$ cat config.mk
export PLATFORM = sky130hd
export DESIGN_NAME = chinese_numeral_to_binary
export DESIGN_NICKNAME = d
export VERILOG_FILES = /design/src/rtl/cnb_pkg.sv /design/src/rtl/chinese_numeral_to_binary.sv /design/src/rtl/cnb_decoder.sv /design/src/rtl/cnb_accum.sv
export SDC_FILE = /design/constraint.sdc
export NUM_CORES = 1
export LEC_CHECK = 0
export ABC_AREA = 1
export ABC_CLOCK_PERIOD_IN_PS = 24300
export BUFFER_PORTS_ARGS = -buffer_cell sky130_fd_sc_hd__buf_2
export CAP_MARGIN = 20
export CORE_MARGIN = 2
export CORE_UTILIZATION = 45
export DETAILED_ROUTE_END_ITERATION = 6
export HOLD_SLACK_MARGIN = 0.03
export PLACE_DENSITY = 0.63
export SYNTH_ARGS = -nofsm -noshare
export SYNTH_HDL_FRONTEND = slang
export SYNTH_HIERARCHICAL = 1
export SYNTH_SLANG_ARGS = --single-unit
$ cat constraint.sdc
create_clock -name clk -period 24.3 [get_ports clk]
set_clock_uncertainty 0.1 [all_clocks]
set_input_delay 4.86 -clock clk [delete_from_list [all_inputs] [get_ports clk]]
set_output_delay 4.86 -clock clk [all_outputs]
set_load 0.02 [all_outputs]
$ cat src/rtl/cnb_pkg.sv
// Package with character codes, weights and shared types of the numeral parser.
`timescale 1ns / 1ps

package cnb_pkg;

	localparam int CODE_W = 16;
	localparam int DIGIT_W = 4;
	localparam int TENS_W = 7;
	localparam int HUND_W = 10;
	localparam int THOU_W = 14;
	localparam int SUM_W = 14;
	localparam int WAN_W = 27;
	localparam int MAG_W = 40;
	localparam int NUM_DIGITS = 10;

	localparam logic [CODE_W-1:0] CODE_TEN      = 16'hAC42;
	localparam logic [CODE_W-1:0] CODE_HUNDRED  = 16'hA8D5;
	localparam logic [CODE_W-1:0] CODE_THOUSAND = 16'hA561;
	localparam logic [CODE_W-1:0] CODE_WAN      = 16'hB855;
	localparam logic [CODE_W-1:0] CODE_YI       = 16'hBBF5;
	localparam logic [CODE_W-1:0] CODE_NEG      = 16'hAD74;

	localparam logic [CODE_W-1:0] DIGIT_CODES [NUM_DIGITS] = '{
		16'hB973, 16'hB3FC, 16'hB64C, 16'hB0D1, 16'hB876,
		16'hA5EE, 16'hB3B0, 16'hAC6D, 16'hAEC3, 16'hA868
	};

	localparam logic [TENS_W-1:0] TEN_WEIGHT = 7'd10;
	localparam logic [HUND_W-1:0] HUND_WEIGHT = 10'd100;
	localparam logic [THOU_W-1:0] THOU_WEIGHT = 14'd1000;
	localparam logic [WAN_W-1:0] WAN_WEIGHT = 27'd10000;
	localparam logic [MAG_W-1:0] YI_WEIGHT = 40'd100000000;

	typedef enum logic [2:0] {
		KIND_OTHER,
		KIND_DIGIT,
		KIND_TEN,
		KIND_HUNDRED,
		KIND_THOUSAND,
		KIND_WAN,
		KIND_YI,
		KIND_NEG
	} char_kind_t;

	typedef struct packed {
		char_kind_t kind;
		logic [DIGIT_W-1:0] digit;
	} char_info_t;

endpackage

$ cat src/rtl/chinese_numeral_to_binary.sv
// Top level of the formal Chinese numeral parser with its stream ports.
`timescale 1ns / 1ps

// This block parses a formal Chinese numeral written in Big5 character codes,
// one character per request on the slave stream, and returns its sign and
// binary magnitude as one request on the master stream when the character
// flagged by tlast arrives. It takes one character every clock cycle while the
// input side is not stalled. A character first lands in an input register;
// from there it is decoded and folded into the digit, unit and group
// accumulators, and for the final character the sum is captured in the result
// register, from which the result is offered on the master stream. The input
// side stalls only while a finished result sits unclaimed in the result
// register and the next final character is waiting behind it in the input
// register; an ordinary character never holds up the input register. Codes
// that are not digits, units or the leading negative sign are ignored, and all
// state returns to its reset values after each result.
module chinese_numeral_to_binary
	import cnb_pkg::*;
(
	input  logic             clk,
	input  logic             arst_n,
	// Character stream.
	input  logic             s_axis_tvalid,
	output logic             s_axis_tready,
	input  logic [15:0]      s_axis_tdata,   // [15:0] char_code
	input  logic             s_axis_tlast,   // last_char
	// Result stream.
	output logic             m_axis_tvalid,
	input  logic             m_axis_tready,
	output logic [39:0]      m_axis_tdata,   // [39:0] magnitude
	output logic             m_axis_tuser    // [0] is_negative
);

	// Input register.
	logic              valid_s1;
	logic [CODE_W-1:0] code_s1;
	logic              last_s1;

	// Result register.
	logic              out_valid_q;
	logic [MAG_W-1:0]  out_mag_q;
	logic              out_neg_q;

	char_info_t        info;
	logic              advance;
	logic              step;
	logic              is_negative;
	logic [MAG_W-1:0]  magnitude;

	// A held character may move on unless it is a final character and the
	// result register is still occupied by a result nobody has taken.
	assign advance = !last_s1 || !out_valid_q || m_axis_tready;
	assign step = valid_s1 && advance;
	assign s_axis_tready = !valid_s1 || advance;

	always_ff @(posedge clk or negedge arst_n) begin
		if (!arst_n) begin
			valid_s1 <= 1'b0;
		end else if (s_axis_tready) begin
			valid_s1 <= s_axis_tvalid;
		end
	end

	always_ff @(posedge clk) begin
		if (s_axis_tready) begin
			code_s1 <= s_axis_tdata;
			last_s1 <= s_axis_tlast;
		end
	end

	cnb_decoder u_decoder (
		.char_code (code_s1),
		.info      (info)
	);

	cnb_accum u_accum (
		.clk         (clk),
		.arst_n      (arst_n),
		.step        (step),
		.last        (last_s1),
		.info        (info),
		.is_negative (is_negative),
		.magnitude   (magnitude)
	);

	// The result register fills from the final character of a numeral and
	// empties when the master side takes it.
	always_ff @(posedge clk or negedge arst_n) begin
		if (!arst_n) begin
			out_valid_q <= 1'b0;
		end else if (step && last_s1) begin
			out_valid_q <= 1'b1;
		end else if (m_axis_tready) begin
			out_valid_q <= 1'b0;
		end
	end

	always_ff @(posedge clk) begin
		if (step && last_s1) begin
			out_mag_q <= magnitude;
			out_neg_q <= is_negative;
		end
	end

	assign m_axis_tvalid = out_valid_q;
	assign m_axis_tdata = out_mag_q;
	assign m_axis_tuser = out_neg_q;

endmodule

$ cat src/rtl/cnb_decoder.sv
// Character classifier: maps a Big5 code to its role and digit value.
`timescale 1ns / 1ps

module cnb_decoder
	import cnb_pkg::*;
(
	input  logic [CODE_W-1:0] char_code,
	output char_info_t        info
);

	logic                 hit;
	logic [DIGIT_W-1:0]   hit_digit;

	// The ten digit codes are distinct, so at most one compare matches.
	always_comb begin
		hit = 1'b0;
		hit_digit = '0;
		for (int k = 0; k < NUM_DIGITS; k++) begin
			if (char_code == DIGIT_CODES[k]) begin
				hit = 1'b1;
				hit_digit = DIGIT_W'(k);
			end
		end
	end

	always_comb begin
		info.digit = hit_digit;
		if (hit) begin
			info.kind = KIND_DIGIT;
		end else begin
			case (char_code)
				CODE_TEN:      info.kind = KIND_TEN;
				CODE_HUNDRED:  info.kind = KIND_HUNDRED;
				CODE_THOUSAND: info.kind = KIND_THOUSAND;
				CODE_WAN:      info.kind = KIND_WAN;
				CODE_YI:       info.kind = KIND_YI;
				CODE_NEG:      info.kind = KIND_NEG;
				default:       info.kind = KIND_OTHER;
			endcase
		end
	end

endmodule

$ cat src/rtl/cnb_accum.sv
// Parser state: digit, unit parts and group accumulators with their update logic.
`timescale 1ns / 1ps

module cnb_accum
	import cnb_pkg::*;
(
	input  logic             clk,
	input  logic             arst_n,
	input  logic             step,
	input  logic             last,
	input  char_info_t       info,
	output logic             is_negative,
	output logic [MAG_W-1:0] magnitude
);

	logic [DIGIT_W-1:0] digit_q, digit_d;
	logic [TENS_W-1:0]  tens_q, tens_d;
	logic [HUND_W-1:0]  hund_q, hund_d;
	logic [THOU_W-1:0]  thou_q, thou_d;
	logic [WAN_W-1:0]   wan_q, wan_d;
	logic [MAG_W-1:0]   yi_q, yi_d;
	logic               sign_q, sign_d;
	logic               first_q;

	logic [SUM_W-1:0]   cur_sum;
	logic [SUM_W-1:0]   next_sum;

	// The group sum never exceeds 9999, so it fits the narrow width.
	assign cur_sum = SUM_W'(digit_q) + SUM_W'(tens_q) + SUM_W'(hund_q) + thou_q;

	always_comb begin
		digit_d = digit_q;
		tens_d = tens_q;
		hund_d = hund_q;
		thou_d = thou_q;
		wan_d = wan_q;
		yi_d = yi_q;
		sign_d = sign_q;
		case (info.kind)
			KIND_DIGIT: begin
				digit_d = info.digit;
			end
			KIND_TEN: begin
				tens_d = TENS_W'(digit_q) * TEN_WEIGHT;
				digit_d = '0;
			end
			KIND_HUNDRED: begin
				hund_d = HUND_W'(digit_q) * HUND_WEIGHT;
				digit_d = '0;
			end
			KIND_THOUSAND: begin
				thou_d = THOU_W'(digit_q) * THOU_WEIGHT;
				digit_d = '0;
			end
			KIND_WAN: begin
				wan_d = WAN_W'(cur_sum) * WAN_WEIGHT;
				digit_d = '0;
				tens_d = '0;
				hund_d = '0;
				thou_d = '0;
			end
			KIND_YI: begin
				yi_d = MAG_W'(cur_sum) * YI_WEIGHT;
				digit_d = '0;
				tens_d = '0;
				hund_d = '0;
				thou_d = '0;
			end
			KIND_NEG: begin
				sign_d = sign_q | first_q;
			end
			default: begin
			end
		endcase
	end

	assign next_sum = SUM_W'(digit_d) + SUM_W'(tens_d) + SUM_W'(hund_d) + thou_d;
	assign magnitude = MAG_W'(next_sum) + MAG_W'(wan_d) + yi_d;
	assign is_negative = sign_d;

	always_ff @(posedge clk or negedge arst_n) begin
		if (!arst_n) begin
			digit_q <= '0;
			tens_q <= '0;
			hund_q <= '0;
			thou_q <= '0;
			wan_q <= '0;
			yi_q <= '0;
			sign_q <= 1'b0;
			first_q <= 1'b1;
		end else if (step) begin
			if (last) begin
				digit_q <= '0;
				tens_q <= '0;
				hund_q <= '0;
				thou_q <= '0;
				wan_q <= '0;
				yi_q <= '0;
				sign_q <= 1'b0;
				first_q <= 1'b1;
			end else begin
				digit_q <= digit_d;
				tens_q <= tens_d;
				hund_q <= hund_d;
				thou_q <= thou_d;
				wan_q <= wan_d;
				yi_q <= yi_d;
				sign_q <= sign_d;
				first_q <= 1'b0;
			end
		end
	end

endmodule

==> impl_metrics.ini <==
[place]
io_buffer_count = 63
dp_hpwl_um = 43700
gp_congestion = 0.910

[clock_tree]
cts_tree = yes
post_cts_resize_count = 0
clk_path_buf_depth = 2
cts_buffers = 17
ctsHoldBuffers = 0
clkLatencyLatePin_ps = 460
path_clk_slew_ps = 70
root_buffer = clkbuf_16
cts_setup_buffers = 0
htree_levels = 4
clkSinkCount = 164

[timing]
finalCritPeriodShare_pct = 44.4
rsz0062_at_grt = no
min_period_ps = 10790
fmax_ghz = 0.0927
final-setup-viol-count = 0
finalSetupTns_ps = 0
slew_violations = 0
slew_headroom_pct = 33.8
worst-slew-pin-transition_ps = 986
hold_viol_final = 0

[worst_setup_path]
cp_max_fo = 19
crit_path_start_kind = input port
cp.required_ps = 19340
cp.arrival_ps = 5830
end_kind = output pin
crit_type = input port to output pin

[global_routing]
grt_pass1_wl_um = 86900
antenna_found_initial = 0
grt_max_degree = 68
overflow = 0
grt_usage_pct = 23.1
grt_pass1_vias = 17300

[detailed_routing]
vias = 17100
drt_iter0_drc = 919
drt-total-wl_um = 52300
dr.pass1.iters = 5
drc_errors = 0
wl_per_cell_um = 15.6
drtAntennaViolNets = 0
vias_per_cell = 5.08

[power_and_ir_drop]
power_density_nw_per_um2 = 27.2
ir_worst_vdd_mv = 0.0499
leakage_nw = 12.5
power_uw = 600

[hold_path]
min_path_type = flop to flop

[floorplanning]
die_area_um2 = 47100
fp.dieW_um = 217
rows = 78
pin_count = 64
start_util_pct = 45.3
die_h_um = 217
core_um2 = 45100

[synth]
ys_seq_elements = 164
synth_edf_count = 58
yosysSeqAreaShare_pct = 21.5
syn_inst = 2689
syn_area_um2 = 20400
synth_top_area_cell = ha_1
synth_top_area_share_pct = 16.5
yosys.cell_types.count = 59
async_flop_share_pct = 64.6
ys_warn_count = 6
avgSynthCellArea_um2 = 7.60
synth_flop_cell = dfrtp_1
syn_nets = 3121
ys_top_cells_by_area = ha_1, fa_1, dfrtp_1

[layout]
diodes = 0
num-nets-final = 3183
area_delta_synth_final_pct = 7.78
final_layout_size_suffix_gt1_share_pct = 7.85

[flow_run]
cap_violations = 0

[outcome]
status = completed
-- path summary, 6_finish.rpt --
kind                                                       to  slack (ps)  cells past startpoint                      startpoint
min in group asynchronous        u_accum/yi_q[28]$_DFFE_PN0P_        4350                      1                          arst_n
max in group asynchronous       u_accum/thou_q[9]$_DFFE_PN0P_       18500                      2                          arst_n
worst min register to register    u_accum/first_q$_DFFE_PN1P_         370                      2     u_accum/first_q$_DFFE_PN1P_
worst max register to register     m_axis_tdata[36]$_DFFE_PP_       13960                     41  u_accum/digit_q[1]$_DFFE_PN0P_
worst min-delay path              u_accum/first_q$_DFFE_PN1P_         370                      2     u_accum/first_q$_DFFE_PN1P_
worst max-delay path                            s_axis_tready       13510                      4                   m_axis_tready
-- registers in the layout, indices dropped and copies added, names as in the netlist --
name,flops
code_s1,16
last_s1,1
m_axis_tdata,40
m_axis_tuser,1
m_axis_tvalid,1
u_accum/digit_q,4
u_accum/first_q,1
u_accum/hund_q,10
u_accum/sign_q,1
u_accum/tens_q,7
u_accum/thou_q,14
u_accum/wan_q,27
u_accum/yi_q,40
valid_s1,1
-- power breakdown --
part | total (mW) | switching (mW) | internal, mW
registers | 0.296 | 0.00334 | 0.292
clock network | 0.271 | 0.128 | 0.144
logic | 0.0328 | 0.0259 | 0.00694
total | 0.600 | 0.157 | 0.443
-- placed cells by master, fill, tap and decap left out, types with 4 or more instances in the layout --
cell / netlist / routed
buf_4: 2 / 14
inv_1: 602 / 602
edfxtp_1: 58 / 58
inv_6: 0 / 5
a22o_1: 12 / 12
a21o_1: 11 / 11
xor2_1: 69 / 69
o21ai_2: 5 / 5
clkbuf_16: 0 / 17
dfrtp_1: 105 / 105
inv_2: 16 / 16
nor2_2: 27 / 28
nor3_2: 4 / 4
nand4_1: 29 / 29
nor3_1: 14 / 14
o21ai_1: 11 / 11
nand2_1: 613 / 613
o2bb2ai_1: 4 / 4
nand3_1: 87 / 87
o22ai_1: 56 / 56
nand3b_1: 5 / 5
buf_2: 4 / 62
o21ai_0: 86 / 86
a21boi_0: 7 / 7
o21bai_1: 10 / 10
a22oi_1: 5 / 5
a21oi_1: 111 / 111
a31oi_1: 11 / 11
nor2_1: 168 / 166
nand2_2: 29 / 29
xnor2_1: 42 / 42
fa_1: 142 / 142
nor2_4: 6 / 7
ha_1: 269 / 269
nand3_2: 5 / 5
-- cells in the mapped netlist (all sizes together) (5+ instances only) --
| master | n |
|---|---|
| nand3b | 5 |
| a21oi | 115 |
| o22ai | 56 |
| edfxtp | 58 |
| a21o | 11 |
| a22o | 12 |
| nor3 | 19 |
| dfrtp | 105 |
| xnor2 | 42 |
| ha | 269 |
| a31oi | 11 |
| or2 | 6 |
| nor2 | 202 |
| nand2 | 643 |
| nand3 | 92 |
| nand4 | 30 |
| a21boi | 9 |
| o21ai | 102 |
| fa | 142 |
| clkbuf | 21 |
| a22oi | 5 |
| o21bai | 10 |
| xor2 | 69 |
| inv | 618 |
| buf | 12 |
-- worst max-delay path, stage by stage --
cell,delay (ps)
buf_2,100
inv_1,70
nand4_2,430
buf_2,350
-- cell families after synthesis --
family | share of synthesized area (%)
AND/OR/NAND/NOR | 21.1
buffers and inverters | 12.2
adder cells (fa/ha/maj) | 30.4
AO/OA/AOI/OAI | 9.95
flip-flops | 21.5
XOR/XNOR | 4.76
multiplexers | 0.110
-- metrics by stage --
stage / instances / area (um^2) / utilization, % / setup WS, ps / hold WS [ps]
after floorplan: 2689 / 20400 / - / 13980 / 344
after global placement: 3332 / 21400 / 47.6 / 13530 / 353
after detailed placement: 3332 / 21400 / 47.6 / 13500 / 356
after CTS: 3364 / 22000 / 48.8 / 13490 / 369
after global routing: 3364 / 22000 / 48.8 / 13290 / 399
final: 3364 / 22000 / 48.8 / 13510 / 366
-- layout make-up --
class / count / area (um^2)
clock inverters: 15 / 146
inverters: 620 / 2330
clock buffers: 17 / 425
multi-input cells: 1872 / 13600
flip-flops and latches: 164 / 4400
well taps: 600 / 751
repair buffers: 76 / 415
fillers: 4500 / 23100
-- per-layer routing --
layer | vias up | share of wire [%] | global-route usage, % | wire, um
li1 | 8571 | - | - | -
met1 | 8167 | 44 | 28.9 | 23200
met2 | 284 | 51 | 42.2 | 26800
met3 | 59 | 3.0 | 3.13 | 1570
met4 | 0 | 1.5 | 5.09 | 796
met5 | - | 0 | 0 | 0
Power figures use the tool's default switching activity.
